==> config.mk <==
export PLATFORM = sky130hd
export DESIGN_NAME = v3n_div_cell
export DESIGN_NICKNAME = d
export VERILOG_FILES = /design/src/rtl/v3n_div_cell.sv
export SDC_FILE = /design/constraint.sdc
export NUM_CORES = 1
export LEC_CHECK = 0
export BUFFER_PORTS_ARGS = -buffer_cell sky130_fd_sc_hd__buf_2
export CORE_AREA = 2 2 125 127
export DETAILED_ROUTE_END_ITERATION = 8
export DIE_AREA = 0 0 127 129
export PLACE_DENSITY = 0.77
export REMOVE_ABC_BUFFERS = 1
export SLEW_MARGIN = 10
export SYNTH_ARGS = -nofsm -noshare
export SYNTH_HDL_FRONTEND = slang
export SYNTH_SLANG_ARGS = --single-unit
export TNS_END_PERCENT = 10
==> constraint.sdc <==
create_clock -name clk -period 3.9 [get_ports clk]
set_clock_uncertainty 0.05 [all_clocks]
set_input_delay 0.195 -clock clk [delete_from_list [all_inputs] [get_ports clk]]
set_output_delay 0.195 -clock clk [all_outputs]
set_load 0.02 [all_outputs]
==> src/rtl/v3n_div_cell.sv <==
module v3n_div_cell #(
  parameter int LW = 17,
  parameter int FB = 14
) (
  input  logic                 clk,
  input  logic                 rst,
  input  logic                 valid_in,
  input  logic [LW-1:0]        len_in,
  input  logic [2:0]           sign_in,
  input  logic [2:0][LW-1:0]   rem_in,
  input  logic [2:0][FB:0]     feed_in,
  input  logic [2:0][FB:0]     quot_in,
  output logic                 valid_out,
  output logic [LW-1:0]        len_out,
  output logic [2:0]           sign_out,
  output logic [2:0][LW-1:0]   rem_out,
  output logic [2:0][FB:0]     feed_out,
  output logic [2:0][FB:0]     quot_out
);

  logic [2:0][LW:0]   rem_shift;
  logic [2:0]         take;
  logic [2:0][LW:0]   rem_diff;

  always_comb begin
    for (int i = 0; i < 3; i++) begin
      rem_shift[i] = {rem_in[i], feed_in[i][FB]};
      take[i]      = rem_shift[i] >= {1'b0, len_in};
      rem_diff[i]  = take[i] ? (rem_shift[i] - {1'b0, len_in}) : rem_shift[i];
    end
  end

  always_ff @(posedge clk) begin
    if (rst) begin
      valid_out <= 1'b0;
    end else begin
      valid_out <= valid_in;
    end
    len_out  <= len_in;
    sign_out <= sign_in;
    for (int i = 0; i < 3; i++) begin
      rem_out[i]  <= rem_diff[i][LW-1:0];
      feed_out[i] <= {feed_in[i][FB-1:0], 1'b0};
      quot_out[i] <= {quot_in[i][FB-1:0], take[i]};
    end
  end

endmodule

==> flow_metrics.tcl <==
set metrics [dict create \
    clkSinkCount 159 \
    rows 45 \
    yosysWarningCount 0 \
    dp.cells 1098 \
    p_leak_nw 5.15 \
    hpwlAfterDp_um 15500 \
    grt.overflow.total 0 \
    cp.required_ns 4.16 \
    cts-root-buf "clkbuf_16" \
    netlist_area_um2 6610 \
    grt_usage 0.277 \
    max-cap-violations 0 \
    drive_above_1_share 0.373 \
    final_cell_mix "buf_2, dfxtp_1, dlygate4sd3_1, ha_1, a21oi_1" \
    clk_path_buf_depth 2 \
    cp_max_fo 18 \
    final_cells 1284 \
    grt_start_max_net_pins 19 \
    async_reset_ff_frac 0 \
    path_cells "dlygate4sd3_1 > buf_2 > ha_1 > inv_1 > fa_1 > a21oi_1 > o211ai_1 > a21oi_2 > a211o_1 > and2_4 > mux2_2" \
    arrival_ns 3.26 \
    worst_ir_drop_vdd_uv 308 \
    p_total_mw 4.75 \
    nets 1301 \
    start_kind "primary input" \
    worstMarginPinSlew_ns 0.719 \
    cts.clk_slew.worst_paths_ns 0.07 \
    vias_per_cell 5.12 \
    period_minus_slack_ns 3.00 \
    antenna_found_initial 0 \
    cts_resized 0 \
    syn2layout_area_growth_pct 58.3 \
    post_dp_cell_area_um2 8330 \
    critPathMaxStageDelay_ns 0.52 \
    post_drt_wl_per_cell_um 18.1 \
    drc_errors 0 \
    crit_slowest_cell "dlygate4sd3_1" \
    initial_core_util 0.441 \
    diodes 0 \
    tns_ns 0 \
    grt_pass1_wl_um 34800 \
    ios 326 \
    io_buffers 319 \
    yosysUniqueCellTypes 64 \
    dr_total_vias 6570 \
    die-width_um 127 \
    synth.avg_cell_area_um2 10.9 \
    critPathCaptureType "flip-flop" \
    dieArea_um2 16400 \
    hold_class "in -> reg" \
    fmax_mhz 334 \
    synth_edf_count 0 \
    rsz0062_at_grt "false" \
    fin_area_um2 10500 \
    dr.pass1.iters 7 \
    synth-seq-cells 159 \
    hold_slack_ns 0.0357 \
    setup_viol 0 \
    die_h_um 129 \
    hold_viol_final 0 \
    antenna_left 0 \
    wirelength_um 23200 \
    fin_crit_sh 0.768 \
    power.density_nw_per_um2 454 \
    place.gp.congestion 0.931 \
    critical_path_class "in -> reg" \
    cts_buffers 17 \
    maxSlewHeadroom 0.517 \
    syn_inst 604 \
    cts_htree_levels 4 \
    synthFlopType "dfxtp_1" \
    cts_tree "done" \
    final_common_cell "buf_2" \
    status "complete, no violations" \
    yosysSeqAreaShare 0.481 \
    coreArea_um2 15000 \
    drv_slew 0 \
    drt_iter0_markers 422 \
    grt_pass1_vias 6540 \
]
-- critical path, delay by kind of cell --
kind,cells,cell delay (ns)
AOI/OAI and AO/OA,4,0.98
buffers and inverters,3,0.77
adders and majority gates,2,0.59
muxes,1,0.38
and+or+nand+nor,1,0.34
-- Yosys cell counts (3+ instances only) --
cell type	count	share of area
o211ai_1	5	0.0057
and3_1	7	0.0066
dfxtp_1	159	0.48
ha_1	51	0.097
mux2_4	11	0.025
o31ai_1	5	0.0057
buf_6	4	0.0068
a211oi_1	7	0.0079
a21o_1	24	0.027
o21ai_0	27	0.020
clkbuf_1	3	0.0017
nor3_1	3	0.0023
nand3_1	14	0.011
xnor2_1	16	0.021
o21bai_1	4	0.0045
mux2i_1	5	0.0076
nand2_1	22	0.012
buf_4	3	0.0034
inv_1	35	0.020
buf_2	4	0.0030
mux2_2	30	0.051
and2_1	3	0.0028
or2_2	5	0.0047
a21oi_1	37	0.028
a31oi_1	3	0.0028
fa_1	3	0.0091
nor2b_1	6	0.0057
nor2_1	20	0.011
o21a_1	8	0.0091
nand2b_1	3	0.0028
xor2_1	19	0.025
nand4_1	13	0.012
-- cells by family (layout without fill, tap and decap cells) --
group / count (synthesis) / after routing / share of synthesized area
DFF: 159 / 159 / 0.481
AOI/OAI and AO/OA: 151 / 151 / 0.158
and+or+nand+nor: 107 / 107 / 0.0852
adders and majority gates: 54 / 54 / 0.106
buffers and inverters: 51 / 541 / 0.0388
muxes: 46 / 46 / 0.0836
xor gates and xnor gates: 35 / 35 / 0.0464
other: 1 / 3 / 0.000567
-- metrics by stage --
step                       util  worst slack [ns]
final                     0.699             0.904
after global routing      0.699             0.726
after CTS                 0.699             0.944
after detailed placement  0.556              1.03
after global placement    0.556              1.10
after floorplan               -              1.49
-- area by class of cell --
class | instances | area, um2
clock inverter | 15 | 168
clock buffer | 17 | 425
sequential | 159 | 3180
fill | 1064 | 4510
timing repair buffer | 473 | 3140
multi-input combinational | 396 | 3180
tap | 188 | 235
inverter | 36 | 138
-- power by group --
part / switching [mW] / total, mW / internal [mW]
clock network: 0.776 / 1.64 / 0.861
logic: 0.701 / 1.26 / 0.563
registers: 0.0481 / 1.85 / 1.80
total: 1.53 / 4.75 / 3.22
-- routing by layer --
metal  up-vias  global-route usage  part of all wire  routed length, um
met4         0               0.157             0.047               1080
met1      3035               0.300              0.38               8770
met3        69              0.0669             0.068               1580
li1       3128                   -                 -                  -
met5         -                   0                 0                  0
met2       338               0.496              0.51              11800
-- final timing paths --
path | from | end | slack, ns | cells past startpoint
max | len_in[0] | rem_out[16]$_DFF_P_ | 0.90 | 11
min | feed_in[44] | rem_out[34]$_DFF_P_ | 0.04 | 3
-- registers in the layout, indices dropped and copies added (netlist names) --
signal	flops
len_out	17
rem_out	51
quot_out	45
sign_out	3
feed_out	42
valid_out	1
-- timing repair --
action,4_1_cts,5_1_grt
endpoints found under the setup margin,0,0
buffers inserted,0,0
hold buffers,154,0
hold endpoints to repair,153,0
Note: power is estimated with default switching activity, not from simulation.
