File: src/rtl/v3n_sqrt_cell.sv
module v3n_sqrt_cell #(
  parameter int LW     = 17,
  parameter int SIDE_W = 51
) (
  input  logic              clk,
  input  logic              rst,
  input  logic              valid_in,
  input  logic [LW:0]       rem_in,
  input  logic [LW-1:0]     root_in,
  input  logic [2*LW-1:0]   rad_in,
  input  logic [SIDE_W-1:0] side_in,
  output logic              valid_out,
  output logic [LW:0]       rem_out,
  output logic [LW-1:0]     root_out,
  output logic [2*LW-1:0]   rad_out,
  output logic [SIDE_W-1:0] side_out
);

  logic [LW+2:0] rem_shift;
  logic [LW+2:0] trial;
  logic          take;
  logic [LW+2:0] rem_diff;

  always_comb begin
    rem_shift = {rem_in, rad_in[2*LW-1:2*LW-2]};
    trial     = {1'b0, root_in, 2'b01};
    take      = rem_shift >= trial;
    rem_diff  = take ? (rem_shift - trial) : rem_shift;
  end

  always_ff @(posedge clk) begin
    if (rst) begin
      valid_out <= 1'b0;
    end else begin
      valid_out <= valid_in;
    end
    rem_out  <= rem_diff[LW:0];
    root_out <= {root_in[LW-2:0], take};
    rad_out  <= {rad_in[2*LW-3:0], 2'b00};
    side_out <= side_in;
  end

endmodule

File: config.mk
export PLATFORM = sky130hd
export DESIGN_NAME = v3n_sqrt_cell
export DESIGN_NICKNAME = d
export VERILOG_FILES = /design/src/rtl/v3n_sqrt_cell.sv
export SDC_FILE = /design/constraint.sdc
export NUM_CORES = 1
export LEC_CHECK = 0
export BUFFER_PORTS_ARGS = -buffer_cell sky130_fd_sc_hd__buf_2
export CAP_MARGIN = 20
export CORE_MARGIN = 2
export CORE_UTILIZATION = 37
export DETAILED_ROUTE_END_ITERATION = 8
export MAX_ROUTING_LAYER = met4
export PLACE_DENSITY = 0.75
export REMOVE_ABC_BUFFERS = 1
export SETUP_SLACK_MARGIN = 0.02
export SLEW_MARGIN = 20
export SYNTH_ARGS = -nofsm -noshare
export SYNTH_HDL_FRONTEND = slang
export SYNTH_SLANG_ARGS = --single-unit
File: constraint.sdc
create_clock -name clk -period 2.2 [get_ports clk]
set_input_delay 0.44 -clock clk [delete_from_list [all_inputs] [get_ports clk]]
set_output_delay 0.44 -clock clk [all_outputs]
set_load 0.01 [all_outputs]
==> metrics.md, run 1 <==
| Metric | Value |
|---|---|
| Setup TNS | `0 ps` |
| Slew Viols, Final | `0` |
| Die ar. | `10900 um2` |
| Combinational family with the most area after synthesis | `compound AO/OA/AOI/OAI gates` |
| Adder-cell share of the synthesized area | `0.06372` |
| Flops & latches, synth | `119` |
| CTS buffer count | `17` |
| I/O Pins | `244` |
| Placer Congestion | `0.8476` |
| Root Driver | `clkbuf_8` |
| Share of cells above drive strength 1 | `0.5126` |
| Hpwl dp | `8130 um` |
| WS Path Type | `in2reg` |
| Input/output buffers | `241` |
| Vias per cell | `4.469` |
| Core Rows | `36` |
| Area grow syn2layout | `79.31%` |
| Die width | `104.4 um` |
| Max incr delay on CP | `320 ps` |
| Yosys warning count | `0` |
| Max Root-Sink Buffers | `2` |
| Clk sinks | `119` |
| Compound-cell area share of the yosys netlist | `0.09323` |
| Finished Layout Cells | `812` |
| Fill cells | `729` |
| Post-synth cell types | `52` |
| Syn Area/Cell | `12.52 um2` |
| Synth Area in Simple Gates | `0.08149` |
| CP Cell Sequence | `buf_2 -> inv_1 -> ha_1 -> a21oi_1 -> o21ai_1 -> a311oi_2 -> or2_2 -> nand3_4 -> buf_12 -> mux2_4` |
| Area of the core | `9774 um2` |
| Fin nets | `807` |
| CTS tree | `yes` |
| Status | `finished clean` |
| Ys async rst share | `0` |
| Critical Path RT | `2610 ps` |
| DRT Wirelength | `12320 um` |
| Drt wl/cell | `15.17 um` |
| Hold Slack | `22.16 ps` |
| Initial DRT Pass Iterations | `4` |
| Combinational share of power | `0.158` |
| Hold Crit Class | `in2reg` |
| Total track usage | `0.2302` |
| Post-synth EDFFs | `0` |
| Proportion of synthesized chip area in sequential cells | `0.6385` |
| GRT overflow | `0` |
| Clock slew at reported path FFs | `60 ps` |
| H-tree depth | `4` |
| Placed insts | `717` |
| Final Hold Viols | `0` |
| PnR Total Power | `6.248 mW` |
| Crit path launch type | `primary input` |
| Mux share of post-synthesis cell area | `0.05701` |
| Max Fanout on Critical Path | `18` |
| Largest net degree at the start of global routing | `19` |
| Crit path buf inv count | `3` |
| Part of the power in registers | `0.379` |
| Delay-heaviest family, CP | `compound AO/OA/AOI/OAI gates` |
| Clock share of power | `0.463` |
| Vias in the first global route | `3816` |
| Leak Pwr | `3.383 nW` |
| Worst path slowest cell | `ha_1` |
| Post-Synth XOR/XNOR Area | `0.02817` |
| DRC viols | `0` |
| Cells after Synth | `298` |
| Via count | `3629` |
| Sw Share | `0.2334` |
| Synthesized area | `3731 um2` |
| Crit path DAT | `2300 ps` |
| Minimum clock period | `1890 ps` |
| Initial antenna violation count | `2` |
| Setup violations, final | `0` |
| Maxcap violations | `0` |
| Synth Flop Type | `dfxtp_1` |
| Peak Freq | `529.2 MHz` |
| RSZ-0062 raised after global routing | `no` |
| DRT iter0 DRCs | `152` |
| Maximum vdd ir drop | `0.6825 mV` |
| Die Y | `104.4 um` |
| Starting density of the core | `0.3817` |
| Final Cycle Share | `0.8589` |
| Antenna viol nets, final | `0` |
| Internal | `4.789 mW` |
| Pwr dens | `933.9 nW/um2` |
| Final Core Density | `0.6845` |
| Global-route wire length before repair | `18670 um` |
| Critical Path Sink Type | `register` |
| NetSw | `1.458 mW` |
==> area by class of cell <==
type	count	area [um2]	share of cell area
Sequential cell	119	2382	0.3561
Clock buffer	21	459.2	0.06864
Inverter	23	86.33	0.01290
Tap cell	133	166.4	0.02487
Timing Repair Buffer	352	2207	0.3299
Antenna cell	2	5.005	0.0007481
Multi-Input combinational cell	152	1215	0.1816
Clock inverter	10	168.9	0.02525
==> cells in the mapped netlist, drive strengths merged, types with 5 or more instances <==
cell type,n,area (um2)
nand2,13,48.80
a21oi,12,71.32
ha,19,237.7
xnor2,6,52.55
xor2,6,52.55
nor2,12,45.04
o21ai,12,63.81
nand3,6,42.54
buf,5,51.29
dfxtp,119,2382
inv,23,86.33
mux2,14,172.7
==> cells by family after synthesis <==
kind of cell | after synthesis
AOI/OAI and AO/OA | 47
xor gates and xnor gates | 12
adders and majority gates | 19
buffers and inverters | 28
DFF | 119
muxes | 18
other | 1
and+or+nand+nor | 54
==> stage by stage <==
step | worst slack (ps) | instance area, um2
2_1_floorplan | -54.91 | 3684
3_3_place_gp | -167.6 | 5436
3_5_place_dp | -211.5 | 5436
4_1_cts | 340.1 | 6635
5_1_grt | 176.4 | 6690
6_report | 310.5 | 6690
==> what timing repair did <==
item | 4_1_cts | 5_1_grt
endpoints found under the hold margin | 57 | 5
hold buffers | 57 | 5
resized for setup | 0 | 0
buffers inserted | 0 | 0
==> per-layer routing <==
layer	vias up	GRT usage	wire length, um
met2	168	0.4015	6450
met3	39	0.07581	839
met4	0	0.1284	425
met1	1667	0.2243	4605
met5	-	-	0
li1	1755	-	-
==> power by group through the flow <==
stage | Combinational, mW | Clock [mW] | Sequential [mW]
2_1_floorplan | 0.332 | 0 | 2.50
3_3_place_gp | 0.868 | 0 | 2.41
3_5_place_dp | 0.890 | 0 | 2.41
4_1_cts | 0.974 | 2.94 | 2.37
5_1_grt | 1.07 | 3.04 | 2.38
6_report | 0.988 | 2.89 | 2.37
==> worst paths after layout <==
kind / slack [ps] / from / to / depth (start not counted)
worst min-delay path: 20 / side_in[28] / side_out[28]$_DFF_P_ / 1
worst max-delay path: 310 / root_in[9] / rem_out[14]$_DFF_P_ / 10
==> layout by cell type, fill, tap and decap left out, types with 2 or more instances in the layout <==
cell / count
mux2i_1: 4
o21a_1: 3
nor3b_1: 2
bufinv_16: 4
o211ai_1: 2
clkinv_4: 2
xor2_1: 6
xnor2_1: 6
a211oi_4: 2
a21oi_2: 3
nor2b_1: 2
a31oi_1: 3
and4_2: 2
diode_2: 2
nand3_1: 5
conb_1: 2
nand4_1: 3
mux2_2: 10
mux2_4: 4
nor3_1: 3
nand2_1: 13
a2111oi_0: 2
clkinvlp_4: 3
o21ai_0: 10
nand4b_1: 2
clkbuf_8: 4
a21oi_1: 9
ha_1: 19
a211oi_1: 2
buf_2: 241
clkbuf_16: 16
inv_1: 23
dfxtp_1: 119
dlygate4sd3_1: 62
nor2_1: 12
buf_4: 48
==> state kept, by name, indices dropped and copies added (netlist names) <==
register / flops
root_out: 17
side_out: 51
rad_out: 32
valid_out: 1
rem_out: 18
Power figures use the tool's default switching activity.
==> run 2: changes to the inputs <==
CORE_UTILIZATION = 41   (was 37)
PLACE_DENSITY = 0.78   (was 0.75)
clock period = 2.1 ns   (was 2.2 ns; I/O delays follow)
==> run 2 against run 1 <==
Critical endpoint is now rem_out[12]$_DFF_P_. Die area is 9.4% lower. Highest routed layer unchanged. Via count is 5.2% lower. Combinational power is 0.8% lower. Routed wire length fell by 8.4%. Clock power is 5% lower.
==> metrics.md, run 2 (same netlist as run 1, synthesis figures left out) <==
| Metric | Value |
|---|---|
| Status | `finished clean` |
| Slew Viols, Final | `0` |
| Final Cycle Share | `0.9254` |
| Share of cells above drive strength 1 | `0.5433` |
| Setup Buffers After CTS | `0` |
| DRT iter0 DRCs | `96` |
| Vias in the first global route | `3317` |
| Biggest register | `side_out` |
| Setup violations, final | `0` |
| Global-route wire length before repair | `15470 um` |
| Core Rows | `34` |
| CTS buffer count | `17` |
| Most frequent cells in the layout | `241 x buf_2, 119 x dfxtp_1, 50 x buf_4` |
| GRT Max-Usage Layer | `met2` |
| Setup TNS | `0 ps` |
| Crit path DAT | `2320 ps` |
| Commonest non-fill, non-tap cell in the layout | `buf_2` |
| Area of the core | `8763 um2` |
| CTS tree | `yes` |
| Leak Pwr | `3.229 nW` |
| GRT overflow | `0` |
| WS Path Type | `in2reg` |
| Max FFs per register | `51` |
| Drt wl/cell | `14.97 um` |
| H-tree depth | `4` |
| DRT Wirelength | `11290 um` |
| Worst path slowest cell | `ha_1` |
| Input/output buffers | `241` |
| Met1 GRT Util | `0.2033` |
| RSZ-0062 raised after global routing | `no` |
| PnR Total Power | `6.213 mW` |
| Critical path depth | `9` |
| Die Y | `99.40 um` |
| Vias per cell | `4.564` |
| Hpwl dp | `8250 um` |
| Antenna viol nets, final | `0` |
| Clk sinks | `119` |
| Initial antenna violation count | `0` |
| Max Fanout on Critical Path | `9` |
| Top Registers | `side_out x51, rad_out x32, rem_out x18` |
| Delay-heaviest family, CP | `compound AO/OA/AOI/OAI gates` |
| Largest net degree at the start of global routing | `17` |
| Storage cell area | `2382 um2` |
| Worst slack, placed | `-308.9 ps` |
| Met3 Track Usage GR | `0.07098` |
| Multi-input gate area | `1215 um2` |
| Root Driver | `clkbuf_8` |
| Crit. Startpoint | `rem_in[9]` |
| CP Cell Sequence | `buf_2 -> ha_1 -> a21oi_1 -> o21ai_1 -> a311oi_2 -> or2_2 -> nand3_4 -> buf_12 -> mux2_4` |
| Initial DRT Pass Iterations | `4` |
| Max incr delay on CP | `350 ps` |
| Starting density of the core | `0.4258` |
| Met2 global-route usage | `0.3732` |
| Fin nets | `775` |
| Critical Path Sink Type | `register` |
| Peak Freq | `514.6 MHz` |
| Ant diodes | `0` |
| Minimum clock period | `1943 ps` |
| Die ar. | `9879 um2` |
| I/O Pins | `244` |
| Fill cells | `634` |
| Clock slew at reported path FFs | `60 ps` |
| Crit path launch type | `primary input` |
| Hold Crit Class | `in2reg` |
| Maxcap violations | `0` |
| Critical Path RT | `2480 ps` |
| Total track usage | `0.2060` |
| Pwr dens | `991.1 nW/um2` |
| Max Root-Sink Buffers | `2` |
| Crit path buf inv count | `2` |
| Placer Congestion | `0.8556` |
| Die width | `99.40 um` |
| DRC viols | `0` |
| Final setup margin | `156.6 ps` |
| Maximum vdd ir drop | `0.5284 mV` |
| Crit path to | `rem_out[12]$_DFF_P_` |
| CTS resizes | `0` |
| Cts hold-fix bufs | `0` |
| Area grow syn2layout | `68.01%` |
| Final Hold Viols | `0` |
| Via count | `3441` |
-- run 2: cell count changes in the layout (fill, tap and decap cells not counted), sizes merged --
cell / previous run / this run
bufinv: 4 / 1
diode: 2 / 0
clkbuf: 21 / 18
inv: 24 / 29
clkinv: 2 / 5
clkinvlp: 3 / 2
buf: 290 / 292
dlygate4sd3: 62 / 28
-- run 2: layer usage --
layer / part of all wire / routed length [um] / vias up
li1: - / - / 1694
met1: 0.36 / 4111 / 1584
met2: 0.54 / 6098 / 142
met3: 0.076 / 855 / 21
met4: 0.020 / 223 / 0
met5: 0 / 0 / -
-- run 2: report_power, final --
group | total [mW] | leakage, nW | switching, mW | internal, mW
combinational | 0.980 | 1.95 | 0.460 | 0.520
clock | 2.75 | 0.275 | 1.12 | 1.63
sequential | 2.48 | 1.00 | 0.0454 | 2.43
total | 6.21 | 3.23 | 1.63 | 4.59
-- run 2: metrics by stage --
| step | util | area (um2) | cells | hold slack, ps |
|---|---|---|---|---|
| 4_1_cts | 0.6833 | 5988 | 726 | 0.1472 |
| 3_5_place_dp | 0.6185 | 5420 | 694 | 523.6 |
| 3_3_place_gp | 0.6185 | 5420 | 694 | 522.6 |
| 5_1_grt | 0.7153 | 6269 | 754 | -2.725 |
| 6_report | 0.7153 | 6269 | 754 | 22.92 |
| 2_1_floorplan | - | 3684 | 294 | 447.7 |
-- run 2: final cells by class --
class,instances,share of cell area
Multi-Input combinational cell,152,0.1938
Inverter,23,0.01377
Sequential cell,119,0.3800
Clock inverter,14,0.02236
Tap cell,108,0.02156
Clock buffer,18,0.06826
Timing Repair Buffer,320,0.3002
-- run 2: how the worst min path moves through the flow --
stage / from / to / slack (ps) / cells past startpoint
2_1_floorplan: rad_in[8] / rad_out[10]$_DFF_P_ / 450 / 0
3_3_place_gp: side_in[25] / side_out[25]$_DFF_P_ / 520 / 1
3_5_place_dp: rad_in[1] / rad_out[3]$_DFF_P_ / 520 / 1
4_1_cts: rad_in[1] / rad_out[3]$_DFF_P_ / 0.1 / 1
5_1_grt: side_in[38] / side_out[38]$_DFF_P_ / -3 / 1
6_report: side_in[50] / side_out[50]$_DFF_P_ / 20 / 1
==> run 3: changes to the inputs <==
ABC_AREA = 1   (was unset)
CORE_UTILIZATION = 42   (was 41)
PLACE_DENSITY = 0.8   (was 0.78)
==> run 3 against run 2 <==
Fmax is 26% higher. Combinational power is 6.5% lower. Sequential power hardly changed. Clock power is 2% lower. Routed wire length is 15% higher. Sequential cell count stayed put. Total power is 1.9% lower. Die area is 0.46% lower. Final area is 0.34% lower. Sequential share of layout area is 0.13 points higher.
==> metrics.md, run 3 <==
| Metric | Value |
|---|---|
| Setup Buffers After CTS | `0` |
| Vias in the first global route | `3594` |
| Ant diodes | `0` |
| Flops & latches, synth | `119` |
| Clock slew at reported path FFs | `60 ps` |
| Starting density of the core | `0.4340` |
| RSZ-0062 raised after global routing | `no` |
| Peak Freq | `646.7 MHz` |
| Area leader, netlist | `dfxtp_1` |
| Clock share of power | `0.443` |
| Combinational family with the most area after synthesis | `simple AND/OR/NAND/NOR gates` |
| Synth top area share | `0.6263` |
| Post-Synth XOR/XNOR Area | `0.02303` |
| Hold Slack | `17.66 ps` |
| Area grow syn2layout | `64.24%` |
| Pwr dens | `975.6 nW/um2` |
| Initial DRT Pass Iterations | `4` |
| Mux share of post-synthesis cell area | `0` |
| Count leader, synth | `dfxtp_1` |
| Yosys warning count | `0` |
| CTS tree | `yes` |
| Fin area | `6247 um2` |
| Total track usage | `0.2407` |
| Ys async rst share | `0` |
| Input/output buffers | `241` |
| Root Driver | `clkbuf_8` |
| Largest net degree at the start of global routing | `26` |
| DRT Wirelength | `13000 um` |
| Synthesized area | `3804 um2` |
| Proportion of synthesized chip area in sequential cells | `0.6263` |
| Slew Viols, Final | `0` |
| Core Rows | `34` |
| GRT overflow | `0` |
| Cells after Synth | `388` |
| Critical Path RT | `2540 ps` |
| Hold Crit Class | `in2reg` |
| Setup violations, final | `0` |
| I/O Pins | `244` |
| Maximum vdd ir drop | `0.5402 mV` |
| Commonest non-fill, non-tap cell in the layout | `buf_2` |
| Setup TNS | `0 ps` |
| Syn Area/Cell | `9.803 um2` |
| DRC viols | `0` |
| Fin nets | `846` |
| Final Cycle Share | `0.7364` |
| Adder-cell share of the synthesized area | `0.06250` |
| Top Registers | `side_out x51, rad_out x32, rem_out x18` |
| Antenna viol nets, final | `0` |
| Initial antenna violation count | `0` |
| Max Fanout on Critical Path | `25` |
| Area of the core | `8763 um2` |
| WS Path Type | `in2reg` |
| DRT iter0 DRCs | `147` |
| CTS resizes | `0` |
| Largest cells by area after synthesis | `dfxtp_1 63%, nand2_1 10%, ha_1 6.3%, inv_1 4.7%, nand3_1 2.5%` |
| NetSw | `1.646 mW` |
| Combinational share of power | `0.150` |
| Share of cells above drive strength 1 | `0.4156` |
| Sw Share | `0.2700` |
| Synth Flop Type | `dfxtp_1` |
| Crit path launch type | `primary input` |
| Biggest register | `side_out` |
| Crit path DAT | `1990 ps` |
| Max Root-Sink Buffers | `2` |
| Vias per cell | `4.558` |
| Via count | `3760` |
| Post-DP Area | `5130 um2` |
| Maxcap violations | `0` |
| Die Y | `99.17 um` |
| Most frequent cells in the layout | `241 x buf_2, 119 x dfxtp_1, 104 x nand2_1` |
| Die width | `99.17 um` |
| Commonest cells in the netlist | `119 x dfxtp_1, 104 x nand2_1, 48 x inv_1` |
| Clk sinks | `119` |
| Hpwl dp | `8314 um` |
| Die ar. | `9834 um2` |
| Synth Area in Simple Gates | `0.1826` |
| Minimum clock period | `1546 ps` |
| Compound-cell area share of the yosys netlist | `0.04178` |
| Post-synth EDFFs | `0` |
| Leak Pwr | `3.329 nW` |
| CTS buffer count | `17` |
| Global-route wire length before repair | `17620 um` |
| Max FFs per register | `51` |
| Placer Congestion | `0.8681` |
| Critical Path Sink Type | `register` |
| Final Hold Viols | `0` |
| Internal | `4.449 mW` |
| Post-synth cell types | `26` |
| H-tree depth | `4` |
| Part of the power in registers | `0.407` |
| Drt wl/cell | `15.76 um` |
| Cts hold-fix bufs | `22` |
| Status | `finished clean` |
-- run 3: changes by cell type in the layout (fill, tap and decap cells not counted), moves of 5 or more --
cell	previous run	this run
o21ai_0	10	3
dlygate4sd3_1	28	56
nand2_1	13	104
nand3_1	5	19
inv_1	23	48
buf_4	50	4
nor2_2	0	5
o21ai_2	1	8
mux2_2	10	0
-- run 3: stage by stage --
step | setup slack, ps | util | std cells | total power, mW
global placement | 117.4 | 0.5854 | 737 | 3.310
CTS | 562.2 | 0.6740 | 791 | 6.044
detailed placement | 87.40 | 0.5854 | 737 | 3.329
global route | 401.6 | 0.7129 | 825 | 6.347
floorplan | 318.7 | - | 384 | 2.946
finish | 553.7 | 0.7129 | 825 | 6.095
-- run 3: power by group through the flow --
stage	Sequential, mW	Combinational [mW]	Clock (mW)
final	2.48	0.916	2.70
after global routing	2.49	1.00	2.85
after CTS	2.47	0.850	2.72
after detailed placement	2.52	0.807	0
after global placement	2.52	0.791	0
after floorplan	2.62	0.329	0
-- run 3: worst paths after layout --
| kind | slack, ps | from | endpoint | depth (start not counted) |
|---|---|---|---|---|
| setup / recovery | 550 | rem_in[4] | rem_out[5]$_DFF_P_ | 13 |
| hold / removal | 20 | rad_in[14] | rad_out[16]$_DFF_P_ | 1 |
-- run 3: worst max-delay path, cell delays in order --
cell     delay, ps
buf_2          110
ha_1           350
nand2_1        140
inv_1           70
nand2_1         60
nand2_1         60
nand2_1         70
nand3_2        100
nand2_2         90
nand2_4         50
inv_4          250
nand2_1        130
o21ai_2         70
-- run 3: final cells by class --
| cell class | count | area [um2] |
|---|---|---|
| clock buffers | 18 | 417.9 |
| clock inverters | 14 | 138.9 |
| fillers | 630 | 2516 |
| inverters | 50 | 190.2 |
| multi-input cells | 215 | 1186 |
| flip-flops and latches | 119 | 2382 |
| well taps | 108 | 135.1 |
| repair buffers | 301 | 1797 |
-- run 3: logic make-up after synthesis --
logic type | Yosys count
DFF | 119
buffers and inverters | 55
adders and majority gates | 19
and+or+nand+nor | 159
AOI/OAI and AO/OA | 25
xor gates and xnor gates | 10
other | 1
-- run 3: metal layers --
metal	vias to the layer above	track usage	part of all wire
met5	-	-	0
met4	0	0.1191	0.036
met3	38	0.06746	0.063
met2	180	0.4064	0.52
met1	1707	0.2599	0.38
li1	1835	-	-
